[config.mk]
export PLATFORM = sky130hd
export DESIGN_NAME = bpms_masks
export DESIGN_NICKNAME = d
export VERILOG_FILES = /design/src/design/bpms_pkg.sv /design/src/design/bpms_masks.sv
export SDC_FILE = /design/constraint.sdc
export NUM_CORES = 2
export LEC_CHECK = 0
export ABC_AREA = 0
export BUFFER_PORTS_ARGS = -buffer_cell sky130_fd_sc_hd__buf_2
export CAP_MARGIN = 30
export CORE_ASPECT_RATIO = 0.9
export CORE_MARGIN = 8
export CORE_UTILIZATION = 62
export CTS_CLUSTER_SIZE = 14
export DETAILED_ROUTE_END_ITERATION = 10
export PLACE_DENSITY = 0.84
export RECOVER_POWER = 25
export SETUP_SLACK_MARGIN = 0.05
export SLEW_MARGIN = 10
export SYNTH_ARGS = -nofsm -noshare
export SYNTH_HDL_FRONTEND = slang
export SYNTH_SLANG_ARGS = --single-unit
[constraint.sdc]
create_clock -name clk -period 1.95 [get_ports clk]
set_clock_uncertainty 0.15 [all_clocks]
set_input_delay 0 -clock clk [delete_from_list [all_inputs] [get_ports clk]]
set_output_delay 0 -clock clk [all_outputs]
set_load 0.01 [all_outputs]
[src/design/bpms_pkg.sv]
`timescale 1ns / 1ps
// Shared constants, codes and types for the bit-parallel matching statistics engine.
// No dependencies.

package bpms_pkg;

    localparam int PATTERN_MAX   = 64;
    localparam int ALPHABET_SIZE = 32;
    localparam int BOUND_BITS    = 32;

    localparam int COL_W     = 64;
    localparam int POS_W     = $clog2(PATTERN_MAX);
    localparam int SYM_W     = 8;
    localparam int SYM_IDX_W = $clog2(ALPHABET_SIZE);
    localparam int KIND_W    = 3;
    localparam int DEPTH_W   = 8;
    localparam int CFG_W     = 7;
    localparam int STATUS_W  = 2;
    localparam int SHIFT_W   = $clog2(COL_W);
    localparam int INDEX_W   = 6;

    localparam logic [KIND_W-1:0] KIND_LOAD    = 3'd0;
    localparam logic [KIND_W-1:0] KIND_CLEAR   = 3'd1;
    localparam logic [KIND_W-1:0] KIND_START   = 3'd2;
    localparam logic [KIND_W-1:0] KIND_ADVANCE = 3'd3;
    localparam logic [KIND_W-1:0] KIND_MATCH   = 3'd4;
    localparam logic [KIND_W-1:0] KIND_DUMP    = 3'd5;

    localparam logic [STATUS_W-1:0] STATUS_OK         = 2'd0;
    localparam logic [STATUS_W-1:0] STATUS_STOP       = 2'd1;
    localparam logic [STATUS_W-1:0] STATUS_BAD_SYMBOL = 2'd2;

    localparam logic [CFG_W-1:0] PATTERN_LENGTH_RESET = 7'd64;

    typedef struct packed {
        logic                 clear;
        logic                 load;
        logic [POS_W-1:0]     pos;
        logic [SYM_IDX_W-1:0] sym;
    } mask_cmd_t;

    typedef struct packed {
        logic [DEPTH_W-1:0]    length;
        logic [BOUND_BITS-1:0] left;
        logic [BOUND_BITS-1:0] right;
    } entry_t;

endpackage

[src/design/bpms_masks.sv]
`timescale 1ns / 1ps
// Per-symbol match-position mask bank with load, clear and one read port.
// Depends on bpms_pkg.

module bpms_masks
(
    input  logic                           clk,
    input  logic                           rst_n,
    input  bpms_pkg::mask_cmd_t            cmd,
    input  logic [bpms_pkg::SYM_IDX_W-1:0] rd_sym,
    output logic [bpms_pkg::COL_W-1:0]     rd_mask
);
    import bpms_pkg::*;

    logic [COL_W-1:0] mask_reg [ALPHABET_SIZE];
    logic [COL_W-1:0] pos_bit;

    assign pos_bit = COL_W'(1) << cmd.pos;

    always_ff @(posedge clk or negedge rst_n)
    begin
        if (!rst_n)
        begin
            for (int i = 0; i < ALPHABET_SIZE; i++)
            begin
                mask_reg[i] <= '0;
            end
        end
        else if (cmd.clear)
        begin
            for (int i = 0; i < ALPHABET_SIZE; i++)
            begin
                mask_reg[i] <= '0;
            end
        end
        else if (cmd.load)
        begin
            for (int i = 0; i < ALPHABET_SIZE; i++)
            begin
                if (SYM_IDX_W'(i) == cmd.sym)
                begin
                    mask_reg[i] <= mask_reg[i] | pos_bit;
                end
                else
                begin
                    mask_reg[i] <= mask_reg[i] & ~pos_bit;
                end
            end
        end
    end

    assign rd_mask = mask_reg[rd_sym];

endmodule

==> flow_summary.json <==
{
  "gp_congestion": 0.882,
  "drive_above_1_share_pct": 24.5,
  "fin_crit_sh_pct": 146,
  "final_hold_viol_count": 0,
  "rsz0062_at_grt": "yes",
  "min_to": "mask_reg[1393]",
  "final_common_cell": "nor2_1",
  "end_kind": "output port",
  "routed-wl-met2_um": 150000,
  "status": "finished with violations",
  "grt_pass1_vias": 82400,
  "whs_path_depth": 3,
  "rows": 135,
  "cts_tree": "done",
  "grt_pass1_wl_um": 511000,
  "ys_ff_latch": 2048,
  "clock-sinks": 2048,
  "vias": 81400,
  "core_um2": 151000,
  "multi_input_area_um2": 41300,
  "top_layer_used": "met5",
  "drt-total-wl_um": 351000,
  "synth_adder_area_share_pct": 0,
  "synthArstFlopShare_pct": 100,
  "antenna_left": 0,
  "synthFlopType": "dfrtp_1",
  "period_needed_ns": 2.85,
  "clkTransAtPathRegs_ns": 0.07,
  "power.total_mw": 92.4,
  "dp_cells": 10100,
  "tightest_slew_ns": 1.00,
  "root_buffer": "clkbuf_16",
  "cts_buffers": 192,
  "maxSlewHeadroom_pct": 33.3,
  "fin_util_pct": 74.6,
  "path_max_fanout": 2,
  "timing.rr.end": "mask_reg[2041]",
  "synth-compound-area-share_pct": 18.9,
  "crit-reg2reg-launch": "mask_reg[2041]",
  "wl_per_cell_um": 33.3,
  "start_util_pct": 62.6,
  "clk_latency_ns": 0.87,
  "reg2reg_slack_ns": 0.69,
  "syn_avg_cell_area_um2": 11.3,
  "regArea_um2": 51200,
  "vias_per_cell": 7.72,
  "syn2layout_area_growth_pct": 19.3,
  "ys_seq_area_share_pct": 54.4,
  "hold_class": "primary input to flop",
  "p_leak_nw": 45.0,
  "firstDrtPassIters": 9,
  "finalSetupViolCount": 1180,
  "hold_start": "cmd[12]",
  "critPathRequiredTime_ns": 1.80,
  "syn_inst": 8364,
  "synth.area.mux_share_pct": 12.2,
  "critPathLaunchType": "flop",
  "grt_remaining_overflow": 0,
  "grt_max_degree": 128,
  "power_density_nw_per_um2": 822,
  "antenna_found_initial": 10,
  "h-tree-depth": 4,
  "timing.fmax_mhz": 351,
  "m1WireLength_um": 109000,
  "pre_cts_slack_ns": -0.140,
  "synth_top_family_by_area": "compound AO/OA/AOI/OAI gates",
  "yosys_warnings": 0,
  "n_fill_cell": 8166,
  "num_io_pins": 84,
  "drtIter0Drc": 14400,
  "dpl_cell_area_um2": 103000,
  "post-dp-hpwl_um": 183000,
  "final_nets": 8405,
  "violations": "setup timing",
  "stdcell_count": 10500,
  "drcViolationCount": 0,
  "synth-simple-area-share_pct": 10.1,
  "ys_types": 46,
  "reg2reg_depth": 2,
  "slew_violations": 0,
  "cap_violations": 0,
  "synth_xor_area_share_pct": 0,
  "largest_reg_flops": 2048,
  "clk_path_buf_depth": 3,
  "synth_edf_count": 0,
  "wl_met3_um": 53200,
  "synthesis.area_um2": 94300,
  "track_usage_pct": 40.9,
  "critPathArrivalTime_ns": 2.70,
  "syn_nets": 8384,
  "dieArea_um2": 165000,
  "setup_slack_ns": -0.896,
  "port-buffer-count": 83,
  "dieHeight_um": 386,
  "critPathKind": "flop to output port",
  "final_cell_mix": "2070 x nor2_1, 2048 x dfrtp_1, 2005 x a211oi_1",
  "final_cell_area_um2": 112000,
  "die_x_um": 427,
  "peakVddDrop_uv": 1170
}
## cell type report
cell class | instances | share of cell area (%)
Antenna cell | 14 | 0.0312
Clock buffer | 288 | 5.07
Clock inverter | 63 | 0.718
Inverter | 2 | 0.0134
Multi-Input combinational cell | 5297 | 36.7
Sequential cell | 2048 | 45.6
Tap cell | 1986 | 2.21
Timing Repair Buffer | 844 | 9.63
## critical path, cell delays in order (launching register included)
cell     delay (ns)
dfrtp_1        0.55
mux4_2         0.45
o22ai_1        0.14
nor3_2         0.26
o221a_4        0.28
buf_6          0.12
## logic make-up after synthesis
group | count (synthesis)
AO/OA/AOI/OAI | 2354
flip-flops | 2048
AND/OR/NAND/NOR | 2373
multiplexers | 570
buffers and inverters | 1019
## worst max-delay path by stage
stage | startpoint | to | slack [ns] | cells past startpoint
after floorplan | rd_sym[0] | rd_mask[10] | 0.13 | 6
after global placement | cmd[5] | mask_reg[1847] | -0.35 | 7
after detailed placement | cmd[5] | mask_reg[1815] | -0.14 | 10
after CTS | mask_reg[1831] | rd_mask[39] | -0.74 | 7
after global routing | mask_reg[1108] | rd_mask[20] | -0.84 | 5
final | mask_reg[1108] | rd_mask[20] | -0.90 | 5
## timing repair
action	in CTS	in global routing
gates resized for setup	258	99
pin swaps	83	54
hold endpoints to repair	4083	0
setup buffers	55	30
endpoints found under the setup margin	64	148
hold buffers	20	0
## Yosys cell counts, types with 3 or more instances
| cell | n | area share (%) |
|---|---|---|
| mux4_2 | 460 | 11 |
| nor3_1 | 83 | 0.44 |
| a31oi_1 | 12 | 0.080 |
| nand3b_1 | 8 | 0.064 |
| nor2b_1 | 10 | 0.066 |
| or3_1 | 4 | 0.027 |
| o221a_2 | 54 | 0.65 |
| a21oi_1 | 15 | 0.080 |
| nand2_1 | 20 | 0.080 |
| nor3_2 | 36 | 0.38 |
| buf_6 | 3 | 0.036 |
| nor3b_2 | 3 | 0.040 |
| buf_2 | 294 | 1.6 |
| a211oi_2 | 27 | 0.36 |
| nor2_1 | 2153 | 8.6 |
| nand3_1 | 19 | 0.10 |
| o22ai_1 | 164 | 1.1 |
| a21oi_2 | 5 | 0.046 |
| buf_4 | 11 | 0.088 |
| dfrtp_1 | 2048 | 54 |
| nor3_4 | 4 | 0.069 |
| nand2b_1 | 7 | 0.046 |
| or2_1 | 3 | 0.020 |
| a221oi_1 | 4 | 0.037 |
| a211oi_1 | 2021 | 16 |
| a22oi_1 | 46 | 0.37 |
| buf_1 | 20 | 0.080 |
| and3_1 | 6 | 0.040 |
| mux2i_1 | 108 | 1.1 |
| or2_2 | 3 | 0.020 |
| clkbuf_1 | 689 | 2.7 |
## metrics by stage
stage	hold WS (ns)	setup TNS, ns
5_1_grt	0.0190	-320.15
3_5_place_dp	-0.184	-16.18
3_3_place_gp	-0.185	-124.36
6_report	0.0322	-308.91
4_1_cts	0.0246	-39.11
2_1_floorplan	-0.446	0
## layer usage
metal	vias to the layer above	GRT usage, %
met3	2739	14.8
li1	31100	-
met4	14	34.4
met2	7593	58.7
met5	-	1.25
met1	39900	49.3
## power breakdown
| group | internal, mW | switching, mW |
|---|---|---|
| logic | 3.08 | 6.76 |
| registers | 42.8 | 0.188 |
| clock network | 22.3 | 17.3 |
Power figures use the tool's default switching activity.
